<file path="src/rtl/smb_pkg.sv">
// shared types and constants of the serial loaded bank mapper
package smb_pkg;

    // default bank limits of the cartridge
    localparam int MAX_PRG_BANKS_DEF = 32;
    localparam int MAX_CHR_BANKS_DEF = 32;

    // depth of the queue between front and back
    localparam int QUEUE_DEPTH = 2;

    // field widths
    localparam int ADDR_W   = 16;
    localparam int DATA_W   = 8;
    localparam int COUNT_W  = 6;
    localparam int OFFSET_W = 19;
    localparam int MIRROR_W = 2;

    // configuration register indexes
    localparam logic CFG_PRG_COUNT = 1'b0;
    localparam logic CFG_CHR_COUNT = 1'b1;

    // where an access goes
    typedef enum logic [2:0] {
        TGT_UNMAPPED = 3'd0,
        TGT_PATTERN  = 3'd1,
        TGT_RAM      = 3'd2,
        TGT_PROGRAM  = 3'd3,
        TGT_REGISTER = 3'd4
    } target_t;

    // one classified request waiting for the back end
    typedef struct packed {
        target_t               target;
        logic                  operation;
        logic [ADDR_W-1:0]     address;
        logic [DATA_W-1:0]     data;
    } entry_t;

    // one translated request
    typedef struct packed {
        target_t               target;
        logic [OFFSET_W-1:0]   mem_offset;
        logic                  mem_write;
        logic [DATA_W-1:0]     write_data;
        logic [MIRROR_W-1:0]   mirroring;
    } result_t;

endpackage

</file>
<file path="src/rtl/smb_front.sv">
// front end: takes requests and classifies them by address window
module smb_front
(
    input  logic                         clk,
    input  logic                         rst_n,
    input  logic                         in_valid,
    output logic                         in_ready,
    input  logic                         in_operation,
    input  logic [smb_pkg::ADDR_W-1:0]   in_address,
    input  logic [smb_pkg::DATA_W-1:0]   in_data,
    output logic                         push,
    output smb_pkg::entry_t              push_entry,
    input  logic                         full
);

    // address bits 15..13 of the fixed windows
    localparam logic [2:0] PATTERN_AREA = 3'b000;
    localparam logic [2:0] RAM_AREA     = 3'b011;

    logic            valid_reg;
    smb_pkg::entry_t entry_reg;
    smb_pkg::entry_t entry_next;
    logic            take;

    assign push       = valid_reg && !full;
    assign push_entry = entry_reg;
    assign in_ready   = !valid_reg || !full;
    assign take       = in_valid && in_ready;

    always_comb
    begin
        entry_next.operation = in_operation;
        entry_next.address   = in_address;
        entry_next.data      = in_data;
        if (in_address[15])
        begin
            entry_next.target = in_operation ? smb_pkg::TGT_REGISTER
                                             : smb_pkg::TGT_PROGRAM;
        end
        else if (in_address[15:13] == PATTERN_AREA)
        begin
            entry_next.target = smb_pkg::TGT_PATTERN;
        end
        else if (in_address[15:13] == RAM_AREA)
        begin
            entry_next.target = smb_pkg::TGT_RAM;
        end
        else
        begin
            entry_next.target = smb_pkg::TGT_UNMAPPED;
        end
    end

    always_ff @(posedge clk or negedge rst_n)
    begin
        if (!rst_n)
        begin
            valid_reg <= 1'b0;
        end
        else if (take)
        begin
            valid_reg <= 1'b1;
        end
        else if (push)
        begin
            valid_reg <= 1'b0;
        end
    end

    always_ff @(posedge clk)
    begin
        if (take)
        begin
            entry_reg <= entry_next;
        end
    end

endmodule

</file>
<file path="src/rtl/smb_queue.sv">
// short request queue between front and back
module smb_queue
#(
    parameter int DEPTH = smb_pkg::QUEUE_DEPTH
)
(
    input  logic            clk,
    input  logic            rst_n,
    input  logic            push,
    input  smb_pkg::entry_t push_entry,
    output logic            full,
    input  logic            pop,
    output smb_pkg::entry_t pop_entry,
    output logic            empty
);

    localparam int AW = (DEPTH > 1) ? $clog2(DEPTH) : 1;
    localparam int CW = $clog2(DEPTH + 1);

    smb_pkg::entry_t   slot_reg [DEPTH];
    logic [AW-1:0]     wr_ptr_reg;
    logic [AW-1:0]     rd_ptr_reg;
    logic [CW-1:0]     count_reg;

    assign full      = (count_reg == CW'(DEPTH));
    assign empty     = (count_reg == '0);
    assign pop_entry = slot_reg[rd_ptr_reg];

    function automatic logic [AW-1:0] ptr_inc(input logic [AW-1:0] p);
        logic [AW-1:0] r;
        if (p == AW'(DEPTH - 1))
        begin
            r = '0;
        end
        else
        begin
            r = p + AW'(1);
        end
        return r;
    endfunction

    always_ff @(posedge clk or negedge rst_n)
    begin
        if (!rst_n)
        begin
            wr_ptr_reg <= '0;
            rd_ptr_reg <= '0;
            count_reg  <= '0;
        end
        else
        begin
            if (push)
            begin
                wr_ptr_reg <= ptr_inc(wr_ptr_reg);
            end
            if (pop)
            begin
                rd_ptr_reg <= ptr_inc(rd_ptr_reg);
            end
            if (push && !pop)
            begin
                count_reg <= count_reg + CW'(1);
            end
            else if (pop && !push)
            begin
                count_reg <= count_reg - CW'(1);
            end
        end
    end

    always_ff @(posedge clk)
    begin
        if (push)
        begin
            slot_reg[wr_ptr_reg] <= push_entry;
        end
    end

    a_count_bound: assert property (@(posedge clk) disable iff (!rst_n)
        count_reg <= CW'(DEPTH))
        else $error("queue count beyond depth");

    a_no_overflow: assert property (@(posedge clk) disable iff (!rst_n)
        (full && !pop) |=> (count_reg == CW'(DEPTH)))
        else $error("queue lost an entry while full");

endmodule

</file>
<file path="src/rtl/smb_back.sv">
// back end: serial loader, bank registers, window offsets and result register
module smb_back
#(
    parameter int MAX_PRG_BANKS = smb_pkg::MAX_PRG_BANKS_DEF,
    parameter int MAX_CHR_BANKS = smb_pkg::MAX_CHR_BANKS_DEF
)
(
    input  logic                          clk,
    input  logic                          rst_n,
    input  logic                          cfg_we,
    input  logic                          cfg_index,
    input  logic [smb_pkg::COUNT_W-1:0]   cfg_data,
    input  logic                          empty,
    input  smb_pkg::entry_t               pop_entry,
    output logic                          pop,
    output logic                          out_valid,
    input  logic                          out_ready,
    output smb_pkg::result_t              out_result
);

    localparam int CW = smb_pkg::COUNT_W;
    localparam logic [4:0]    LOADER_EMPTY = 5'h10;
    localparam logic [4:0]    CTRL_RESET_OR = 5'h0C;
    localparam logic [CW-1:0] COUNT_RESET  = CW'(2);

    // register select from address bits 14..13
    localparam logic [1:0] SEL_CONTROL  = 2'd0;
    localparam logic [1:0] SEL_CHR_LOW  = 2'd1;
    localparam logic [1:0] SEL_CHR_HIGH = 2'd2;
    localparam logic [1:0] SEL_PROGRAM  = 2'd3;

    // program modes from control bits 3..2
    localparam logic [1:0] PMODE_FIX_FIRST = 2'd2;
    localparam logic [1:0] PMODE_FIX_LAST  = 2'd3;

    logic [4:0]    shift_reg,     shift_next;
    logic [4:0]    ctrl_reg,      ctrl_next;
    logic [4:0]    chr_lo_reg,    chr_lo_next;
    logic [4:0]    chr_hi_reg,    chr_hi_next;
    logic [3:0]    rom_bank_reg,  rom_bank_next;
    logic [CW-1:0] prg_count_reg, prg_count_next;
    logic [CW-1:0] chr_count_reg, chr_count_next;
    logic          loaded_reg,    loaded_next;
    logic          stale_reg,     stale_next;
    logic          out_valid_reg;

    logic [18:0]   prg_off_reg [2];
    logic [16:0]   chr_off_reg [2];
    logic [18:0]   prg_off_next [2];
    logic [16:0]   chr_off_next [2];

    smb_pkg::result_t out_reg, out_next;

    logic          take;
    logic [4:0]    shifted;
    logic [CW-1:0] pc;
    logic [CW-1:0] cc;
    logic [4:0]    pb0, pb1, cb0, cb1;
    logic [4:0]    prg_last;

    // bank count limited to 1..max
    function automatic logic [CW-1:0] clamp_count(input logic [CW-1:0] n,
                                                  input logic [CW-1:0] maxv);
        logic [CW-1:0] r;
        if (n == '0)
        begin
            r = CW'(1);
        end
        else if (n > maxv)
        begin
            r = maxv;
        end
        else
        begin
            r = n;
        end
        return r;
    endfunction

    // five-bit restoring remainder, one dividend bit a step
    function automatic logic [4:0] bank_mod(input logic [4:0] idx,
                                            input logic [CW-1:0] cnt);
        logic [CW-1:0] rem;
        rem = '0;
        for (int i = 4; i >= 0; i--)
        begin
            rem = {rem[CW-2:0], idx[i]};
            if (rem >= cnt)
            begin
                rem = rem - cnt;
            end
        end
        return rem[4:0];
    endfunction

    assign take      = !empty && !stale_reg && (!out_valid_reg || out_ready);
    assign pop       = take;
    assign out_valid = out_valid_reg;
    assign out_result = out_reg;
    assign shifted   = {pop_entry.data[0], shift_reg[4:1]};

    // window offsets are registered and follow the bank registers in the next cycle
    always_comb
    begin
        pc = clamp_count(prg_count_reg, CW'(MAX_PRG_BANKS));
        cc = clamp_count(chr_count_reg, CW'(MAX_CHR_BANKS));
        prg_last = 5'(pc - CW'(1));
        pb0 = '0;
        pb1 = prg_last;
        cb0 = '0;
        cb1 = '0;
        if (loaded_reg)
        begin
            case (ctrl_reg[3:2])
                PMODE_FIX_FIRST:
                begin
                    pb0 = '0;
                    pb1 = bank_mod({1'b0, rom_bank_reg}, pc);
                end
                PMODE_FIX_LAST:
                begin
                    pb0 = bank_mod({1'b0, rom_bank_reg}, pc);
                    pb1 = prg_last;
                end
                default:
                begin
                    pb0 = bank_mod({1'b0, rom_bank_reg[3:1], 1'b0}, pc);
                    pb1 = bank_mod({1'b0, rom_bank_reg[3:1], 1'b1}, pc);
                end
            endcase
            if (ctrl_reg[4])
            begin
                cb0 = bank_mod(chr_lo_reg, cc);
                cb1 = bank_mod(chr_hi_reg, cc);
            end
            else
            begin
                cb0 = bank_mod({chr_lo_reg[4:1], 1'b0}, cc);
                cb1 = bank_mod({chr_lo_reg[4:1], 1'b1}, cc);
            end
        end
        prg_off_next[0] = {pb0, 14'b0};
        prg_off_next[1] = {pb1, 14'b0};
        chr_off_next[0] = {cb0, 12'b0};
        chr_off_next[1] = {cb1, 12'b0};
    end

    // loader, bank registers and counts
    always_comb
    begin
        shift_next     = shift_reg;
        ctrl_next      = ctrl_reg;
        chr_lo_next    = chr_lo_reg;
        chr_hi_next    = chr_hi_reg;
        rom_bank_next  = rom_bank_reg;
        prg_count_next = prg_count_reg;
        chr_count_next = chr_count_reg;
        loaded_next    = loaded_reg;
        stale_next     = 1'b0;
        if (cfg_we)
        begin
            case (cfg_index)
                smb_pkg::CFG_PRG_COUNT: prg_count_next = cfg_data;
                smb_pkg::CFG_CHR_COUNT: chr_count_next = cfg_data;
                default: ;
            endcase
            stale_next = 1'b1;
        end
        if (take && pop_entry.target == smb_pkg::TGT_REGISTER)
        begin
            if (pop_entry.data[7])
            begin
                shift_next  = LOADER_EMPTY;
                ctrl_next   = ctrl_reg | CTRL_RESET_OR;
                loaded_next = 1'b1;
                stale_next  = 1'b1;
            end
            else if (shift_reg[0])
            begin
                case (pop_entry.address[14:13])
                    SEL_CONTROL:  ctrl_next     = shifted;
                    SEL_CHR_LOW:  chr_lo_next   = shifted;
                    SEL_CHR_HIGH: chr_hi_next   = shifted;
                    SEL_PROGRAM:  rom_bank_next = shifted[3:0];
                    default: ;
                endcase
                shift_next  = LOADER_EMPTY;
                loaded_next = 1'b1;
                stale_next  = 1'b1;
            end
            else
            begin
                shift_next = shifted;
            end
        end
    end

    // translated result
    always_comb
    begin
        out_next.target     = pop_entry.target;
        out_next.mem_offset = '0;
        out_next.mem_write  = 1'b0;
        out_next.write_data = '0;
        out_next.mirroring  = ctrl_next[1:0];
        case (pop_entry.target)
            smb_pkg::TGT_PATTERN:
            begin
                out_next.mem_offset = 19'(chr_off_reg[pop_entry.address[12]])
                                    + 19'(pop_entry.address[11:0]);
                out_next.mem_write  = pop_entry.operation;
            end
            smb_pkg::TGT_RAM:
            begin
                out_next.mem_offset = 19'(pop_entry.address[12:0]);
                out_next.mem_write  = pop_entry.operation;
            end
            smb_pkg::TGT_PROGRAM:
            begin
                out_next.mem_offset = prg_off_reg[pop_entry.address[14]]
                                    + 19'(pop_entry.address[13:0]);
            end
            default: ;
        endcase
        if (out_next.mem_write)
        begin
            out_next.write_data = pop_entry.data;
        end
    end

    always_ff @(posedge clk or negedge rst_n)
    begin
        if (!rst_n)
        begin
            shift_reg     <= LOADER_EMPTY;
            ctrl_reg      <= '0;
            chr_lo_reg    <= '0;
            chr_hi_reg    <= '0;
            rom_bank_reg  <= '0;
            prg_count_reg <= COUNT_RESET;
            chr_count_reg <= COUNT_RESET;
            loaded_reg    <= 1'b0;
            stale_reg     <= 1'b1;
            out_valid_reg <= 1'b0;
        end
        else
        begin
            shift_reg     <= shift_next;
            ctrl_reg      <= ctrl_next;
            chr_lo_reg    <= chr_lo_next;
            chr_hi_reg    <= chr_hi_next;
            rom_bank_reg  <= rom_bank_next;
            prg_count_reg <= prg_count_next;
            chr_count_reg <= chr_count_next;
            loaded_reg    <= loaded_next;
            stale_reg     <= stale_next;
            if (take)
            begin
                out_valid_reg <= 1'b1;
            end
            else if (out_ready)
            begin
                out_valid_reg <= 1'b0;
            end
        end
    end

    always_ff @(posedge clk)
    begin
        prg_off_reg[0] <= prg_off_next[0];
        prg_off_reg[1] <= prg_off_next[1];
        chr_off_reg[0] <= chr_off_next[0];
        chr_off_reg[1] <= chr_off_next[1];
        if (take)
        begin
            out_reg <= out_next;
        end
    end

    a_marker_kept: assert property (@(posedge clk) disable iff (!rst_n)
        shift_reg != '0)
        else $error("serial loader lost its marker bit");

    a_bubble_after_load: assert property (@(posedge clk) disable iff (!rst_n)
        (take && pop_entry.target == smb_pkg::TGT_REGISTER
              && (pop_entry.data[7] || shift_reg[0])) |=> !take)
        else $error("request issued with stale window offsets");

    a_write_targets: assert property (@(posedge clk) disable iff (!rst_n)
        (out_valid_reg && out_reg.mem_write) |->
            (out_reg.target == smb_pkg::TGT_PATTERN
             || out_reg.target == smb_pkg::TGT_RAM))
        else $error("memory write outside pattern memory or ram");

endmodule

</file>
<file path="src/rtl/serial_loaded_bank_mapper.sv">
// top level of the serial loaded bank mapper
// Translates one bus request at a time into a target memory and byte offset.
// Pattern memory (below 0x2000) is reached through two 4 KB windows, battery
// ram sits at 0x6000..0x7FFF, and program reads at 0x8000 and above go through
// two 16 KB windows. Writes at 0x8000 and above feed a five-bit serial loader;
// the fifth bit lands in control, pattern bank 0, pattern bank 1 or program
// bank depending on address bits 14..13, and data bit 7 resets the loader.
// A front stage classifies each request and hands it through a two-entry
// queue to the back end, which keeps the bank registers and drives a
// registered result. When nothing stalls, a taken request passes through the
// front entry register, a queue slot and the result register before m_tvalid
// rises, and one request per cycle is sustained.
// Each completed register load, loader reset or configuration write holds
// the back end while the window offsets are recomputed by the bank modulo
// logic (a five-step remainder per window). Bank counts of 0 act as 1 and
// counts above the maximum act as the maximum.
module serial_loaded_bank_mapper
#(
    parameter int MAX_PRG_BANKS = smb_pkg::MAX_PRG_BANKS_DEF,
    parameter int MAX_CHR_BANKS = smb_pkg::MAX_CHR_BANKS_DEF
)
(
    input  logic                          clk,
    input  logic                          rst_n,
    // configuration write port
    input  logic                          cfg_we,
    input  logic                          cfg_index,
    input  logic [smb_pkg::COUNT_W-1:0]   cfg_data,
    // request side
    input  logic                          s_tvalid,
    output logic                          s_tready,
    input  logic [23:0]                   s_tdata,   // address[15:0], data[23:16]
    input  logic                          s_tuser,   // operation
    // result side
    output logic                          m_tvalid,
    input  logic                          m_tready,
    output logic [31:0]                   m_tdata,   // mem_offset[18:0], mem_write[19],
                                                     // write_data[27:20], mirroring[29:28]
    output logic [2:0]                    m_tuser    // target
);

    smb_pkg::entry_t  push_entry;
    smb_pkg::entry_t  pop_entry;
    smb_pkg::result_t result;
    logic             push;
    logic             pop;
    logic             full;
    logic             empty;

    // classify the incoming request
    smb_front u_front
    (
        .clk          (clk),
        .rst_n        (rst_n),
        .in_valid     (s_tvalid),
        .in_ready     (s_tready),
        .in_operation (s_tuser),
        .in_address   (s_tdata[15:0]),
        .in_data      (s_tdata[23:16]),
        .push         (push),
        .push_entry   (push_entry),
        .full         (full)
    );

    // decouples classification from the register side
    smb_queue #(
        .DEPTH (smb_pkg::QUEUE_DEPTH)
    ) u_queue
    (
        .clk        (clk),
        .rst_n      (rst_n),
        .push       (push),
        .push_entry (push_entry),
        .full       (full),
        .pop        (pop),
        .pop_entry  (pop_entry),
        .empty      (empty)
    );

    // loader, banks, window offsets and result register
    smb_back #(
        .MAX_PRG_BANKS (MAX_PRG_BANKS),
        .MAX_CHR_BANKS (MAX_CHR_BANKS)
    ) u_back
    (
        .clk        (clk),
        .rst_n      (rst_n),
        .cfg_we     (cfg_we),
        .cfg_index  (cfg_index),
        .cfg_data   (cfg_data),
        .empty      (empty),
        .pop_entry  (pop_entry),
        .pop        (pop),
        .out_valid  (m_tvalid),
        .out_ready  (m_tready),
        .out_result (result)
    );

    // pack the result, unused high bits zero
    assign m_tuser = result.target;
    assign m_tdata = {2'b00, result.mirroring, result.write_data,
                      result.mem_write, result.mem_offset};

endmodule
</file>
<file path="config.mk">
export PLATFORM = sky130hd
export DESIGN_NAME = serial_loaded_bank_mapper
export DESIGN_NICKNAME = d
export VERILOG_FILES = /design/src/rtl/smb_pkg.sv /design/src/rtl/smb_front.sv /design/src/rtl/smb_queue.sv /design/src/rtl/smb_back.sv /design/src/rtl/serial_loaded_bank_mapper.sv
export SDC_FILE = /design/constraint.sdc
export NUM_CORES = 1
export LEC_CHECK = 0
export BUFFER_PORTS_ARGS = -buffer_cell sky130_fd_sc_hd__buf_4
export CORE_ASPECT_RATIO = 1.75
export CORE_MARGIN = 2
export CORE_UTILIZATION = 60
export CTS_BUF_LIST = sky130_fd_sc_hd__clkbuf_2
export DETAILED_ROUTE_END_ITERATION = 10
export PLACE_DENSITY_LB_ADDON = 0.2
export SLEW_MARGIN = 30
export SYNTH_ARGS = -nofsm -noshare
export SYNTH_HDL_FRONTEND = slang
export SYNTH_HIERARCHICAL = 1
export SYNTH_SLANG_ARGS = --single-unit
</file>
<file path="constraint.sdc">
create_clock -name clk -period 16 [get_ports clk]
set_input_delay 0.8 -clock clk [delete_from_list [all_inputs] [get_ports clk]]
set_output_delay 0.8 -clock clk [all_outputs]
set_load 0.01 [all_outputs]
</file>
* After elaboration in Yosys (flattened, before gate mapping)
Memories as Yosys holds them, arrays and structs flattened. Cells that the tools add are included.
Storage, ports and cells: register bits 105, RAM bits 76, output and inout port bits 37, word-level logic and storage cells 261, memories kept 3
Memory list:
- u_queue.slot_reg | words 2, bits a word 28, read ports 1, clocked after memory_dff 0, wr ports 1, line smb_queue.sv:20 | smb_pkg::entry_t slot_reg [DEPTH];
- u_back.chr_off_reg | words 2, bits a word 5, read ports 1, clocked after memory_dff 0, wr ports 2, line smb_back.sv:48 | logic [16:0] chr_off_reg [2];
- u_back.prg_off_reg | words 2, bits a word 5, read ports 1, clocked after memory_dff 0, wr ports 2, line smb_back.sv:47 | logic [18:0] prg_off_reg [2];
Operators by class: $add $sub $neg 36, $lt $le $gt $ge 31, equality and inequality tests 11, mux-type cells 117, bitwise logic cells 2, reduce and logical (&&, ||, !) cells 36
Operator list (count):
- two-way mux 5 bit | 85
- >= comparator 6 bit | 26
- subtractor 5 bit | 26
- case mux 19 bit (3 select lines) | 1
- two-way mux 6 bit | 4
- case mux 5 bit (2 select lines) | 2
- adder 19 x 14 -> 19 bit | 1
- adder 17 x 12 -> 18 bit | 1
- AND reduction 4 bit | 4
- two-way mux 1 bit | 15
- >= comparator 1 x 6 -> 1 bit | 2
- greater-than comparator 6 bit (second input constant) | 2
- logical NOT 6 bit | 2
- two-way mux 4 bit | 3
- == test 2 bit (second input constant) | 5
- nonzero test 2 bit | 5
- subtractor 1 x 5 -> 5 bit | 2
- == test 3 x 2 -> 1 bit (second input constant) | 3
- two-way mux 3 bit | 3
- two-way mux 2 bit | 4
- logical AND 1 bit | 7
- logical NOT 1 bit | 7
- >= comparator 1 x 6 -> 1 bit (first input constant) | 1
- AND reduction 2 bit | 3
- other kinds (14) | 19

* Longest topological paths before layout
depth in word-level cells 23, mapped depth 39

* Cells and area by module
The synthesis kept the hierarchy.
Modules (own cells, without submodules):
- smb_back | instances 1, cells each 831, area each 7782.5 um^2, sequential area each 2372.3 um^2
- smb_queue | instances 1, cells each 103, area each 2254.7 um^2, sequential area each 1781.7 um^2
- smb_front | instances 1, cells each 38, area each 929.6 um^2, sequential area each 865.8 um^2
- serial_loaded_bank_mapper | instances 1, cells each 3, area each 18.8 um^2, sequential area each 0.0 um^2

* Worst setup path before layout
OpenSTA, ideal clock, no wires.
path kind register -> register, start point register u_back.prg_count_reg[2], end point memory u_back/prg_off_reg[1][3] (netlist name), library setup time 122 ps, data arrival time 8301 ps, required time 15878 ps, setup slack 7577 ps, stages on the path, launching flop included 36, clock period less this slack 8423 ps, cells stage by stage dfrtp_1 > nor4_1 > nor2_1 > nor2_1 > inv_1 > ha_1 > nand3_1 > inv_1 > and2_1 > ha_1 > a211o_1 > o211ai_1 > nand2_1 > a21oi_1 > mux2_2 > ha_1 > and3_1 > a311oi_1 > o2bb2ai_1 > mux2_2 > fa_1 > nand2b_1 > a21oi_1 > o221ai_1 > and2_1 > a211oi_2 > inv_1 > ha_1 > buf_2 > a21oi_1 > o21ai_1 > or2_2 > clkbuf_1 > nand2_1 > o311ai_0 > o32a_1
RTL lines:
- start, declared | line smb_back.sv:41 | logic [CW-1:0] prg_count_reg, prg_count_next;
- start signal, assigned | line smb_back.sv:253 | prg_count_reg <= prg_count_next;
- end, declared | line smb_back.sv:47

==> Flow_metrics.wiki <==
{| class="wikitable"
! Metric !! Value
|-
| Status || finished clean
|-
| Hold Path End || u_front/push_entry[7]$_DFFE_PP_
|-
| Crit-path leading delay family || compound AO/OA/AOI/OAI gates
|-
| CP Max Fanout || 9
|-
| Pin count of the biggest net entering global routing || 45
|-
| Estimated wirelength of the detail-placed design || between 15000 and 20000 um
|-
| Launch point of the worst hold path || s_tdata[23]
|-
| Worst setup EP type || flip-flop
|-
| Headroom to the max-slew limit || 0.470
|-
| Layout Skew || 42.9 ps
|-
| Initial antenna violation count || 1
|-
| Vertical die dimension || 182 um
|-
| Final routed DRC violation total || 0
|-
| IO buf count || a little over 70
|-
| Net count reported at finish || 1178
|-
| Cell area after synthesis || around 11000 sq um
|-
| Number of clock sinks || around 180
|-
| R2R Path Start || u_back/prg_count_reg[2]$_DFFE_PN0P_
|-
| Cell occurring most often along the worst timing path || sky130_fd_sc_hd__ha_1
|-
| Launch point of the critical path || u_back/prg_count_reg[2]$_DFFE_PN0P_
|-
| Clock period minus final worst setup slack || approximately 9600 ps
|-
| Worst hold path depth || 1
|-
| Total Routing Usage GR || 0.247
|-
| Endpoint arrival time on the critical path || 10230 ps
|-
| X dimension of the die || approximately 110 um
|-
| Die outline area || roughly 19000 sq um
|-
| CTS clk-pin slew, worst paths || around 250 ps
|-
| Pins over their slew limit || 0
|-
| Routability cong. || around 0.9
|-
| Root buffer cell || sky130_fd_sc_hd__clkbuf_2
|-
| Unrepaired setup endpoints after global routing || false
|-
| Later-pin clock latency in the skew report || between 700 and 800 ps
|-
| Fraction of final layout cells with drive strength greater than 1 || 0.201
|-
| Vias in the first global route || approximately 7.7k
|-
| Total wire length || roughly 23000 um
|-
| Critical Setup Path Class || reg2reg
|-
| Total iterations of the first detailed-routing run || 5
|-
| Slowest stage cell, crit path || sky130_fd_sc_hd__nor2_1
|-
| Worst reg2reg path endpoint || u_back/prg_off_reg[1][2]$_DFF_P_
|-
| Maximum operating frequency || 0.104 GHz
|-
| Setup fix buffers added after clock tree synthesis || 0
|-
| Number of warnings printed during yosys synthesis || 6
|-
| Number of gates given a new drive strength after cts || 0
|-
| Endpoints failing hold || 0
|-
| Count of buffer and inverter cells on the critical path || 3
|-
| Placement row count || between 60 and 70
|-
| Critical Path Max Stage Delay || roughly 540 ps
|-
| Iteration-0 DRC count of the detailed router || roughly 450
|-
| Maximum buffer depth of the clock tree || 2
|-
| Via count || 7687
|-
| Average detailed-routed wire length per instance || about 18 um
|-
| Number of flip-flops under the largest register name || 54
|-
| Reg2Reg Setup Slack || between 6000 and 7000 ps
|-
| H-tree levels || 4
|-
| Total I/O pin count || 74
|-
| Worst setup slack after layout || ~6400 ps
|-
| CP Launch Type || flip-flop
|-
| Core area || around 18000 sq um
|-
| Worst Tran Pin Value || just under 800 ps
|-
| Worst r2r path cells || 32
|-
| Overflow left after global routing || 0
|-
| Share of the clock period used by the worst path after layout || 0.599
|-
| Avg Inst Size Synth || around 11 sq um
|-
| Number of buffers inserted during clock tree synthesis || 17
|-
| Final antenna-violating net count || 0
|-
| Max-cap violations || 0
|-
| Starting density of the core || 0.608
|-
| Worst Hold Class || in2reg
|-
| Required time of the critical path || 16640 ps
|-
| First-pass GRT wire length || approximately 37000 um
|-
| Clock tree from TritonCTS || done
|-
| Avg Vias per Cell || slightly below 6
|-
| CTS hold repair buffers || 1
|-
| Number of instances in the synthesized netlist || just under 1k
|-
| Synthesis-to-layout area growth || 9.57%
|-
| Number of failing setup endpoints in the final timing report || 0
|-
| Sum Neg Setup Slack || 0 ps
|-
| Worst slack after detailed placement || roughly 6600 ps
|}
-- placed cells by master (no fill, tap or decap), types with 29 or more instances in the layout --
master,n
sky130_fd_sc_hd__nand2_1,54
sky130_fd_sc_hd__o21ai_0,35
sky130_fd_sc_hd__edfxtp_1,114
sky130_fd_sc_hd__a21oi_1,45
sky130_fd_sc_hd__and2_1,29
sky130_fd_sc_hd__nor2_1,64
sky130_fd_sc_hd__dfrtp_1,40
sky130_fd_sc_hd__inv_1,64
sky130_fd_sc_hd__buf_4,77
sky130_fd_sc_hd__ha_1,82
sky130_fd_sc_hd__mux2_2,64
-- layer usage --
layer | wire length [um] | up-vias | GRT usage
met3 | 815 | 66 | 0.0393
met2 | 12600 | 205 | 0.462
met4 | 992 | 0 | 0.126
met5 | 0 | - | 0
li1 | - | 3702 | -
met1 | 8820 | 3714 | 0.265
-- worst max-delay path by stage --
| stage | end | slack, ps | cells after the start |
|---|---|---|---|
| after floorplan | u_back/prg_off_reg[1][3]$_DFF_P_ | 7580 | 35 |
| after global placement | u_back/prg_off_reg[1][3]$_DFF_P_ | 6930 | 33 |
| after detailed placement | u_back/prg_off_reg[1][3]$_DFF_P_ | 6610 | 33 |
| after CTS | u_back/prg_off_reg[1][3]$_DFF_P_ | 6580 | 33 |
| after global routing | u_back/prg_off_reg[1][3]$_DFF_P_ | 5850 | 33 |
| final | u_back/prg_off_reg[1][2]$_DFF_P_ | 6410 | 32 |
-- through the flow --
step                      std cells   util  hold slack (ps)  instance area, sq um
after floorplan                 973      -              421                 10900
after global placement         1257  0.650              422                 11600
after detailed placement       1257  0.650              430                 11600
after CTS                      1290  0.666              191                 11900
after global routing           1291  0.666              153                 11900
final                          1291  0.666              235                 11900
-- area by class of cell --
type,instances,area [sq um]
fillers,1446,5970
flip-flops and latches,178,4930
repair buffers,78,588
inverters,67,251
clock buffers,19,95.1
diodes,1,2.50
clock inverters,13,175
well taps,234,293
multi-input cells,701,5590
Power is left out: the tool's default activity adds up to more than one toggle a clock period on the data nets, which glitch-free logic cannot reach.
